--- config.mk ---
export PLATFORM = sky130hd
export DESIGN_NAME = fat_dir_entry_name_matcher_top_flat
export DESIGN_NICKNAME = d
export VERILOG_FILES = /design/src/rtl/fdm_pkg.sv /design/src/rtl/fdm_in_if.sv /design/src/rtl/fdm_out_if.sv /design/src/rtl/fdm_ctrl.sv /design/src/rtl/fdm_dp.sv /design/src/rtl/fat_dir_entry_name_matcher_top.sv /design/src/flat_wrapper.sv
export SDC_FILE = /design/constraint.sdc
export NUM_CORES = 1
export LEC_CHECK = 0
export BUFFER_PORTS_ARGS = -buffer_cell sky130_fd_sc_hd__clkbuf_2
export CAP_MARGIN = 20
export CORE_ASPECT_RATIO = 0.5
export CORE_MARGIN = 2
export CORE_UTILIZATION = 40
export CTS_CLUSTER_DIAMETER = 80
export DETAILED_ROUTE_END_ITERATION = 10
export SETUP_SLACK_MARGIN = 0.2
export SYNTH_ARGS = -nofsm -noshare
export SYNTH_HDL_FRONTEND = slang
export SYNTH_SLANG_ARGS = --single-unit
--- constraint.sdc ---
create_clock -name clk -period 4.93 [get_ports clk]
set_clock_uncertainty 0.2 [all_clocks]
set_input_delay 0.986 -clock clk [delete_from_list [all_inputs] [get_ports clk]]
set_output_delay 0.986 -clock clk [all_outputs]
set_load 0.005 [all_outputs]
--- src/rtl/fdm_pkg.sv ---
// Package: shared types, constants and helpers for the directory entry name matcher.
`timescale 1ns / 1ps

package fdm_pkg;

    localparam int MAX_NAME_CHARS = 16;
    localparam int NAME_LEN_8_3   = 11;
    localparam int TLEN_W         = 5;
    localparam int EIDX_W         = 4;

    localparam logic [7:0] ENTRY_DELETED  = 8'hE5;
    localparam logic [7:0] ATTR_LONG_NAME = 8'h0F;
    localparam logic [7:0] ATTR_VOL_ID    = 8'(1 << 3);
    localparam logic [7:0] ATTR_SYSTEM    = 8'(1 << 2);
    localparam logic [7:0] ATTR_DIR       = 8'(1 << 4);
    localparam logic [7:0] CHAR_DOT       = 8'h2E;
    localparam logic [7:0] CHAR_SPACE     = 8'h20;
    localparam logic [7:0] CHAR_LOW_A     = 8'h61;
    localparam logic [7:0] CHAR_LOW_Z     = 8'h7A;
    localparam logic [7:0] CASE_OFFSET    = 8'h20;

    typedef enum logic [1:0] {
        CFG_NAME_LOW  = 2'd0,
        CFG_NAME_HIGH = 2'd1,
        CFG_NAME_LEN  = 2'd2
    } cfg_idx_t;

    typedef enum logic [1:0] {
        ST_NONE     = 2'd0,
        ST_MATCH    = 2'd1,
        ST_END      = 2'd2,
        ST_FINISHED = 2'd3
    } status_t;

    typedef enum logic [1:0] {
        S_IDLE,
        S_CHECK,
        S_MATCH,
        S_DONE
    } state_t;

    typedef struct packed {
        logic load;
        logic classify;
        logic step;
        logic conclude;
        logic emit;
    } ctrl_cmd_t;

    typedef struct packed {
        logic pre_final;
        logic match_over;
    } dp_stat_t;

    function automatic logic [7:0] upcase(input logic [7:0] c);
        logic [7:0] r;
        r = c;
        if (c >= CHAR_LOW_A && c <= CHAR_LOW_Z)
        begin
            r = c - CASE_OFFSET;
        end
        return r;
    endfunction

endpackage

--- src/rtl/fdm_in_if.sv ---
// Interface: input channel carrying one directory entry word.
`timescale 1ns / 1ps

interface fdm_in_if;
    logic        valid;
    logic        ready;
    logic [63:0] entry_name_low;
    logic [23:0] entry_name_high;
    logic [7:0]  entry_attributes;
    logic [15:0] cluster_high_half;
    logic [15:0] cluster_low_half;
    logic [31:0] entry_size_bytes;
    logic        start_new_search;

    modport source (
        output valid, entry_name_low, entry_name_high, entry_attributes,
               cluster_high_half, cluster_low_half, entry_size_bytes, start_new_search,
        input  ready
    );
    modport sink (
        input  valid, entry_name_low, entry_name_high, entry_attributes,
               cluster_high_half, cluster_low_half, entry_size_bytes, start_new_search,
        output ready
    );
endinterface

--- src/rtl/fdm_out_if.sv ---
// Interface: output channel carrying one search result word.
`timescale 1ns / 1ps

interface fdm_out_if;
    logic        valid;
    logic        ready;
    logic [1:0]  search_status;
    logic [31:0] first_cluster;
    logic [31:0] found_file_size;

    modport source (
        output valid, search_status, first_cluster, found_file_size,
        input  ready
    );
    modport sink (
        input  valid, search_status, first_cluster, found_file_size,
        output ready
    );
endinterface

--- src/rtl/fdm_ctrl.sv ---
// Controller: sequences load, classification, name compare steps and result hand-off.
`timescale 1ns / 1ps

module fdm_ctrl
    import fdm_pkg::*;
(
    input  logic      clk,
    input  logic      rst_n,
    input  logic      in_valid,
    output logic      in_ready,
    output logic      out_valid,
    input  logic      out_ready,
    input  dp_stat_t  stat,
    output ctrl_cmd_t cmd
);

    state_t state_reg;
    state_t state_next;
    logic   out_valid_reg;
    logic   out_valid_next;

    // Hold state and output valid
    always_ff @(posedge clk or negedge rst_n)
    begin
        if (!rst_n)
        begin
            state_reg     <= S_IDLE;
            out_valid_reg <= 1'b0;
        end
        else
        begin
            state_reg     <= state_next;
            out_valid_reg <= out_valid_next;
        end
    end

    // Next state
    always_comb
    begin
        state_next = state_reg;
        unique case (state_reg)
            S_IDLE:
            begin
                if (in_valid)
                begin
                    state_next = S_CHECK;
                end
            end
            S_CHECK:
            begin
                state_next = stat.pre_final ? S_DONE : S_MATCH;
            end
            S_MATCH:
            begin
                if (stat.match_over)
                begin
                    state_next = S_DONE;
                end
            end
            S_DONE:
            begin
                if (!out_valid_reg || out_ready)
                begin
                    state_next = S_IDLE;
                end
            end
            default:
            begin
                state_next = S_IDLE;
            end
        endcase
    end

    // Commands to the datapath
    always_comb
    begin
        cmd = '0;
        unique case (state_reg)
            S_IDLE:
            begin
                cmd.load = in_valid;
            end
            S_CHECK:
            begin
                cmd.classify = 1'b1;
            end
            S_MATCH:
            begin
                cmd.step     = 1'b1;
                cmd.conclude = stat.match_over;
            end
            S_DONE:
            begin
                cmd.emit = !out_valid_reg || out_ready;
            end
            default:
            begin
                cmd = '0;
            end
        endcase
    end

    // Drop output valid once taken, raise it on a new result
    always_comb
    begin
        out_valid_next = out_valid_reg;
        if (cmd.emit)
        begin
            out_valid_next = 1'b1;
        end
        else if (out_ready)
        begin
            out_valid_next = 1'b0;
        end
    end

    assign in_ready  = (state_reg == S_IDLE);
    assign out_valid = out_valid_reg;

endmodule

--- src/rtl/fdm_dp.sv ---
// Datapath: target registers, entry capture, stepwise 8.3 compare and result register.
`timescale 1ns / 1ps

module fdm_dp
    import fdm_pkg::*;
(
    input  logic        clk,
    input  logic        rst_n,
    input  logic        cfg_we,
    input  logic [1:0]  cfg_index,
    input  logic [63:0] cfg_data,
    input  logic [63:0] entry_name_low,
    input  logic [23:0] entry_name_high,
    input  logic [7:0]  entry_attributes,
    input  logic [15:0] cluster_high_half,
    input  logic [15:0] cluster_low_half,
    input  logic [31:0] entry_size_bytes,
    input  logic        start_new_search,
    input  ctrl_cmd_t   cmd,
    output dp_stat_t    stat,
    output logic [1:0]  search_status,
    output logic [31:0] first_cluster,
    output logic [31:0] found_file_size
);

    logic [63:0]             tname_low_reg;
    logic [63:0]             tname_high_reg;
    logic [TLEN_W-1:0]       tname_len_reg;
    logic                    finished_reg;

    logic [NAME_LEN_8_3-1:0][7:0]   ent_reg;
    logic [7:0]              attr_reg;
    logic [31:0]             cluster_reg;
    logic [31:0]             size_reg;
    logic [EIDX_W-1:0]       i_reg;
    logic [TLEN_W-1:0]       j_reg;
    logic [TLEN_W-1:0]       len_reg;
    status_t                 res_reg;

    logic [1:0]              out_status_reg;
    logic [31:0]             out_cluster_reg;
    logic [31:0]             out_size_reg;

    logic [MAX_NAME_CHARS-1:0][7:0] tchars;
    logic [TLEN_W-1:0]       lim;
    logic [TLEN_W-1:0]       len_calc;
    logic                    is_end;
    logic                    is_skip;
    logic                    run;
    logic [7:0]              t_ch;
    logic [7:0]              e_ch;
    logic                    ch_eq;
    logic                    ch_fail;
    logic                    match_ok;

    assign tchars = {tname_high_reg, tname_low_reg};

    // Saturate the length and cut it at the first zero character
    always_comb
    begin
        lim = (tname_len_reg > TLEN_W'(MAX_NAME_CHARS)) ? TLEN_W'(MAX_NAME_CHARS)
                                                        : tname_len_reg;
        len_calc = lim;
        for (int k = MAX_NAME_CHARS - 1; k >= 0; k--)
        begin
            if (TLEN_W'(k) < lim && tchars[k] == 8'h00)
            begin
                len_calc = TLEN_W'(k);
            end
        end
    end

    // Classify the captured entry
    assign is_end  = (ent_reg[0] == 8'h00);
    assign is_skip = (ent_reg[0] == ENTRY_DELETED) || (attr_reg == ATTR_LONG_NAME) ||
                     (attr_reg == ATTR_VOL_ID) || (attr_reg == ATTR_SYSTEM) ||
                     (attr_reg == ATTR_DIR);

    // One compare step: pick the current characters
    assign run      = (i_reg < EIDX_W'(NAME_LEN_8_3)) && (j_reg < len_reg);
    assign t_ch     = tchars[j_reg[EIDX_W-1:0]];
    assign e_ch     = (i_reg < EIDX_W'(NAME_LEN_8_3)) ? ent_reg[i_reg] : 8'h00;
    assign ch_eq    = (upcase(t_ch) == upcase(e_ch));
    assign ch_fail  = !ch_eq && (t_ch != CHAR_DOT) && (e_ch != CHAR_SPACE);
    assign match_ok = !run && (j_reg == len_reg) && (i_reg == EIDX_W'(NAME_LEN_8_3));

    assign stat.pre_final  = finished_reg || is_end || is_skip;
    assign stat.match_over = !run || ch_fail;

    // Configuration registers and the finished flag
    always_ff @(posedge clk or negedge rst_n)
    begin
        if (!rst_n)
        begin
            tname_low_reg  <= '0;
            tname_high_reg <= '0;
            tname_len_reg  <= '0;
            finished_reg   <= 1'b0;
        end
        else
        begin
            if (cfg_we)
            begin
                unique case (cfg_index)
                    CFG_NAME_LOW:  tname_low_reg  <= cfg_data;
                    CFG_NAME_HIGH: tname_high_reg <= cfg_data;
                    CFG_NAME_LEN:  tname_len_reg  <= cfg_data[TLEN_W-1:0];
                    default:       tname_len_reg  <= tname_len_reg;
                endcase
            end
            if (cmd.load && start_new_search)
            begin
                finished_reg <= 1'b0;
            end
            else if (cmd.classify && !finished_reg && is_end)
            begin
                finished_reg <= 1'b1;
            end
            else if (cmd.conclude && match_ok)
            begin
                finished_reg <= 1'b1;
            end
        end
    end

    // Capture the entry, walk the names, settle the result
    always_ff @(posedge clk)
    begin
        if (cmd.load)
        begin
            ent_reg     <= {entry_name_high, entry_name_low};
            attr_reg    <= entry_attributes;
            cluster_reg <= {cluster_high_half, cluster_low_half};
            size_reg    <= entry_size_bytes;
            i_reg       <= '0;
            j_reg       <= '0;
            len_reg     <= len_calc;
        end
        if (cmd.classify)
        begin
            priority if (finished_reg)
            begin
                res_reg <= ST_FINISHED;
            end
            else if (is_end)
            begin
                res_reg <= ST_END;
            end
            else
            begin
                res_reg <= ST_NONE;
            end
        end
        if (cmd.step && run)
        begin
            priority if (ch_eq)
            begin
                i_reg <= i_reg + 1'b1;
                j_reg <= j_reg + 1'b1;
            end
            else if (t_ch == CHAR_DOT)
            begin
                j_reg <= j_reg + 1'b1;
            end
            else if (e_ch == CHAR_SPACE)
            begin
                i_reg <= i_reg + 1'b1;
            end
            else
            begin
                i_reg <= i_reg;
            end
        end
        if (cmd.conclude)
        begin
            res_reg <= match_ok ? ST_MATCH : ST_NONE;
        end
    end

    // Output word register
    always_ff @(posedge clk)
    begin
        if (cmd.emit)
        begin
            out_status_reg  <= res_reg;
            out_cluster_reg <= (res_reg == ST_MATCH) ? cluster_reg : 32'd0;
            out_size_reg    <= (res_reg == ST_MATCH) ? size_reg : 32'd0;
        end
    end

    assign search_status   = out_status_reg;
    assign first_cluster   = out_cluster_reg;
    assign found_file_size = out_size_reg;

endmodule

--- src/rtl/fat_dir_entry_name_matcher_top.sv ---
// Top level: FAT32 directory entry 8.3 name matcher.
`timescale 1ns / 1ps

// Takes one directory entry word at a time and returns exactly one result word for it.
// An entry is accepted only while the block is idle. It is then classified (end marker,
// skipped entry, search already finished). A candidate entry then runs the character
// compare loop at one step per cycle. Entry and target indices advance by at least one
// between them per step until a mismatch. The loop ends on a mismatch or once the 11
// entry bytes or the target characters (at most 16) are used up; a closing step then
// settles the result. The result goes to the output register once an earlier word
// there, if any, has been taken. The block is idle again in the cycle after the result
// is written, so the next entry can be accepted while that result may still wait in
// the output register. Configuration writes are taken any time the block holds no
// unfinished entry.

module fat_dir_entry_name_matcher_top
    import fdm_pkg::*;
(
    input  logic        clk,
    input  logic        rst_n,
    input  logic        cfg_we,
    input  logic [1:0]  cfg_index,
    input  logic [63:0] cfg_data,
    fdm_in_if.sink      in_ch,
    fdm_out_if.source   out_ch
);

    ctrl_cmd_t cmd;
    dp_stat_t  stat;

    // Sequencer
    fdm_ctrl u_ctrl (
        .clk       (clk),
        .rst_n     (rst_n),
        .in_valid  (in_ch.valid),
        .in_ready  (in_ch.ready),
        .out_valid (out_ch.valid),
        .out_ready (out_ch.ready),
        .stat      (stat),
        .cmd       (cmd)
    );

    // Compare datapath
    fdm_dp u_dp (
        .clk               (clk),
        .rst_n             (rst_n),
        .cfg_we            (cfg_we),
        .cfg_index         (cfg_index),
        .cfg_data          (cfg_data),
        .entry_name_low    (in_ch.entry_name_low),
        .entry_name_high   (in_ch.entry_name_high),
        .entry_attributes  (in_ch.entry_attributes),
        .cluster_high_half (in_ch.cluster_high_half),
        .cluster_low_half  (in_ch.cluster_low_half),
        .entry_size_bytes  (in_ch.entry_size_bytes),
        .start_new_search  (in_ch.start_new_search),
        .cmd               (cmd),
        .stat              (stat),
        .search_status     (out_ch.search_status),
        .first_cluster     (out_ch.first_cluster),
        .found_file_size   (out_ch.found_file_size)
    );

endmodule

--- src/flat_wrapper.sv ---
// flat-port wrapper written by rule: the top's interface ports become plain ports
module fat_dir_entry_name_matcher_top_flat import fdm_pkg::*;
  (clk, rst_n, cfg_we, cfg_index, cfg_data, in_ch_valid, in_ch_entry_name_low, in_ch_entry_name_high, in_ch_entry_attributes, in_ch_cluster_high_half, in_ch_cluster_low_half, in_ch_entry_size_bytes, in_ch_start_new_search, in_ch_ready, out_ch_valid, out_ch_search_status, out_ch_first_cluster, out_ch_found_file_size, out_ch_ready);
  fdm_in_if in_ch_i ();
  fdm_out_if out_ch_i ();
  input  logic clk;
  input  logic rst_n;
  input  logic cfg_we;
  input  logic [1:0] cfg_index;
  input  logic [63:0] cfg_data;
  input wire logic [$bits(in_ch_i.valid)-1:0] in_ch_valid;
  input wire logic [$bits(in_ch_i.entry_name_low)-1:0] in_ch_entry_name_low;
  input wire logic [$bits(in_ch_i.entry_name_high)-1:0] in_ch_entry_name_high;
  input wire logic [$bits(in_ch_i.entry_attributes)-1:0] in_ch_entry_attributes;
  input wire logic [$bits(in_ch_i.cluster_high_half)-1:0] in_ch_cluster_high_half;
  input wire logic [$bits(in_ch_i.cluster_low_half)-1:0] in_ch_cluster_low_half;
  input wire logic [$bits(in_ch_i.entry_size_bytes)-1:0] in_ch_entry_size_bytes;
  input wire logic [$bits(in_ch_i.start_new_search)-1:0] in_ch_start_new_search;
  output wire logic [$bits(in_ch_i.ready)-1:0] in_ch_ready;
  output wire logic [$bits(out_ch_i.valid)-1:0] out_ch_valid;
  output wire logic [$bits(out_ch_i.search_status)-1:0] out_ch_search_status;
  output wire logic [$bits(out_ch_i.first_cluster)-1:0] out_ch_first_cluster;
  output wire logic [$bits(out_ch_i.found_file_size)-1:0] out_ch_found_file_size;
  input wire logic [$bits(out_ch_i.ready)-1:0] out_ch_ready;
  assign in_ch_i.valid = in_ch_valid;
  assign in_ch_i.entry_name_low = in_ch_entry_name_low;
  assign in_ch_i.entry_name_high = in_ch_entry_name_high;
  assign in_ch_i.entry_attributes = in_ch_entry_attributes;
  assign in_ch_i.cluster_high_half = in_ch_cluster_high_half;
  assign in_ch_i.cluster_low_half = in_ch_cluster_low_half;
  assign in_ch_i.entry_size_bytes = in_ch_entry_size_bytes;
  assign in_ch_i.start_new_search = in_ch_start_new_search;
  assign in_ch_ready = in_ch_i.ready;
  assign out_ch_valid = out_ch_i.valid;
  assign out_ch_search_status = out_ch_i.search_status;
  assign out_ch_first_cluster = out_ch_i.first_cluster;
  assign out_ch_found_file_size = out_ch_i.found_file_size;
  assign out_ch_i.ready = out_ch_ready;
  fat_dir_entry_name_matcher_top u_core (.clk(clk), .rst_n(rst_n), .cfg_we(cfg_we), .cfg_index(cfg_index), .cfg_data(cfg_data), .in_ch(in_ch_i), .out_ch(out_ch_i));
endmodule
==> results.py <==
metrics = {
    "critical_path": {
        "cp.depth": 13,
        "crit_type": "register to register",
        "critPathArrivalTime_ns": 4.51,
        "crit_top_cell": "buf_4",
        "crit_required_ns": 4.98,
        "path_buf_inv": 2,
        "crit_start": "u_core.u_dp.i_reg[0]",
        "critPathMaxFanout": 16,
        "reg2reg_depth": 13,
        "rrSetupSlack_ns": 0.47,
        "crit_end": "u_core.u_dp.res_reg[0]",
        "worstPathCellList": "buf_4 -> buf_4 -> mux4_2 -> nor2_1 -> a2bb2oi_1 -> o21ai_0 -> and3b_1 -> nor4_1 -> xnor2_1 -> xnor2_2 -> a211o_1 -> a21boi_1 -> or2_2",
        "r2r-end": "u_core.u_dp.res_reg[0]",
        "slowest_stage": "edfxtp_1",
        "r2r_start": "u_core.u_dp.i_reg[0]",
        "cp_top_family": "compound AO/OA/AOI/OAI gates",
        "cp-end-kind": "register",
        "max_stage_delay_ns": 0.55,
        "worstSetupStartpointType": "register",
    },
    "power_and_ir_drop": {
        "p_leak_nw": 7.78,
        "power_density_nw_per_um2": 520,
        "irDropWorstVdd_mv": 0.235,
    },
    "yosys": {
        "syn_area_um2": 16200,
        "ys_seq_area_share_pct": 65.7,
        "synth-edff-count": 237,
        "synthCells": 1035,
        "synth_cell_type_count": 75,
        "async_reset_ff_share_pct": 36.1,
        "synth_nets": 1281,
        "synth-main-ff-cell": "edfxtp_1",
        "synth_seq_cells": 379,
        "yosysWarningCount": 0,
        "synthTopCellsByArea": "edfxtp_1, dfrtp_1, mux2_2",
        "avgSynthCellArea_um2": 15.7,
        "synth_top_area_cell": "edfxtp_1",
        "synth.top_cell.area_share_pct": 43.9,
    },
    "timing": {
        "fin_crit_ns": 4.46,
        "rsz0062_at_grt": "false",
        "relSlewSlack_pct": 38.4,
        "period_share_pct": 90.4,
        "worst_pin_slew_ns": 0.924,
        "holdWs_ns": 0.258,
        "fmax_mhz": 224,
        "finalHoldViolations": 0,
        "maxSlewViolCount": 0,
        "finalSetupViolCount": 0,
        "tns_ns": 0,
    },
    "clocking": {
        "clk_pin_slew_ns": 0.06,
        "cts-buffers-inserted": 36,
        "h-tree-depth": 2,
        "clock_sinks": 379,
        "cts_root_buffer": "clkbuf_16",
        "worstSkewPairLatency_ns": 0.53,
        "cts_buffer_depth": 3,
        "cts_tree": "built",
    },
    "placed_design": {
        "dp.cells": 1845,
        "portBuffers": 299,
        "dp_hpwl_mm": 31.0,
        "gp_congestion": 0.897,
        "placed_area_um2": 18300,
    },
    "status": {
        "status": "complete, no violations",
    },
    "finish": {
        "finalInstanceArea_um2": 19600,
        "syn_to_final_growth_pct": 21.1,
        "stdcell_count": 1916,
        "fin_nets": 1593,
        "final_layout_size_suffix_gt1_share_pct": 42.2,
        "largest_reg_flops": 88,
    },
    "global_routing": {
        "grt_pass1_vias": 10700,
        "grt_max_degree": 74,
        "grt_use_met2_pct": 33.4,
        "met1_usage_pct": 27.3,
        "grt_busiest_layer": "met2",
        "grt.total_usage_pct": 20.0,
        "grt_pass1_wl_mm": 64.3,
        "gr-usage-met3_pct": 3.19,
        "grt_antenna_before_repair": 1,
        "grt_overflow": 0,
    },
    "routing": {
        "drtPass1Iterations": 5,
        "via_per_inst": 5.25,
        "via_count": 10100,
        "finalWirelength_mm": 41.7,
        "drtIter0Drc": 654,
        "ant_nets": 0,
        "wl_per_cell_um": 21.8,
        "drc": 0,
    },
    "floorplan": {
        "dieArea_um2": 42200,
        "pin_count": 300,
        "rows": 52,
        "core_um2": 40200,
        "initial_core_util_pct": 40.3,
        "dieHeight_um": 146,
        "die_x_um": 289,
    },
    "job": {
        "maxCapViolations": 0,
    },
    "hold_path": {
        "hold_path_class": "register to register",
    },
}
==> power by group <==
group          internal, mW  switching (mW)  leakage, nW  total (mW)
Clock                  1.67            1.21        0.608        2.88
Sequential             4.25           0.455         3.86        4.70
Combinational          1.16            1.45         3.31        2.61
Total                  7.08            3.11         7.78        10.2
==> routing by layer <==
metal	share of wire [%]	vias to the layer above
met1	43	5140
li1	-	4577
met2	50	280
met3	4.6	60
met4	2.4	0
met5	0	-
==> layout by cell type, fill, tap and decap left out, types with 4 or more instances in the layout <==
cell,Yosys,layout
a211oi_1,4,4
mux2_2,138,138
mux2i_1,32,32
nand4_1,5,5
nor2_1,30,30
and2_1,68,67
nor3_1,6,6
clkbuf_8,0,7
nor2b_1,5,4
dfrtp_1,137,137
a21oi_1,23,23
o21ai_0,23,22
a2bb2oi_1,4,4
nand3_1,21,21
nor4_1,34,34
mux4_1,4,4
a221o_1,4,4
clkbuf_16,0,39
mux4_2,39,39
and3_1,6,6
nand3b_1,5,5
ha_1,14,14
clkinv_2,0,4
buf_4,1,21
inv_1,23,22
edfxtp_1,237,237
clkbuf_1,32,8
nand2_1,40,40
or3_1,5,5
dfxtp_1,5,4
xnor2_1,9,9
clkbuf_2,0,298
==> stage by stage <==
step,util (%),worst slack [ns],power (mW)
6_report,48.8,0.471,10.2
5_1_grt,48.8,0.201,10.7
4_1_cts,48.7,0.292,10.3
3_5_place_dp,45.6,0.304,7.35
3_3_place_gp,45.6,0.435,7.25
2_1_floorplan,-,0.311,6.36
==> repair_timing <==
item,CTS,global route
hold endpoints to repair,0,0
buffers inserted,0,4
gates resized for setup,0,1
hold buffers,0,0
setup endpoints to repair,0,17
==> cells in the mapped netlist (3+ instances only) <==
master,n
nand4_1,5
a22oi_1,3
buf_6,4
edfxtp_1,237
clkbuf_1,32
nor3_1,6
nor2_1,30
o21a_1,3
a21oi_1,23
dfxtp_1,5
nand2b_1,3
nand2_1,40
xor2_1,3
dfrtp_1,137
xnor2_1,9
a2bb2oi_1,4
or2_2,3
o21ai_0,23
nand3_1,21
nor4_1,34
a221o_1,4
and2_1,68
mux4_2,39
and3_1,6
mux2_2,138
nor2b_1,5
mux2i_1,32
buf_2,10
nand3b_1,5
a31oi_1,3
or3_1,5
mux4_1,4
inv_1,23
a211oi_1,4
ha_1,14
==> cells by family after synthesis <==
kind of cell,count (synthesis),share of synthesized area (%)
muxes,214,17.7
buffers and inverters,74,2.00
adders and majority gates,14,1.08
DFF,379,65.7
AOI/OAI and AO/OA,99,4.39
xor gates and xnor gates,13,0.749
and+or+nand+nor,242,8.35
==> layout make-up <==
type                    count  area, µm²
diodes                      1       2.50
multi-input cells         582       5240
inverters                  26        101
fillers                  3533      20600
flip-flops and latches    379      10600
clock inverters            12        139
well taps                 540        676
repair buffers            322       1710
clock buffers              54       1100
==> how the worst min path moves through the flow <==
stage / depth (start not counted) / startpoint / end
2_1_floorplan: 0 / u_core.u_dp.res_reg[0] / u_core.u_dp.search_status[0]
3_3_place_gp: 0 / u_core.u_dp.res_reg[0] / u_core.u_dp.search_status[0]
3_5_place_dp: 0 / u_core.u_dp.res_reg[0] / u_core.u_dp.search_status[0]
4_1_cts: 0 / u_core.u_dp.res_reg[0] / u_core.u_dp.search_status[0]
5_1_grt: 0 / u_core.u_dp.res_reg[0] / u_core.u_dp.search_status[0]
6_report: 0 / u_core.u_dp.res_reg[0] / u_core.u_dp.search_status[0]
(Power assumes the default switching activity.)
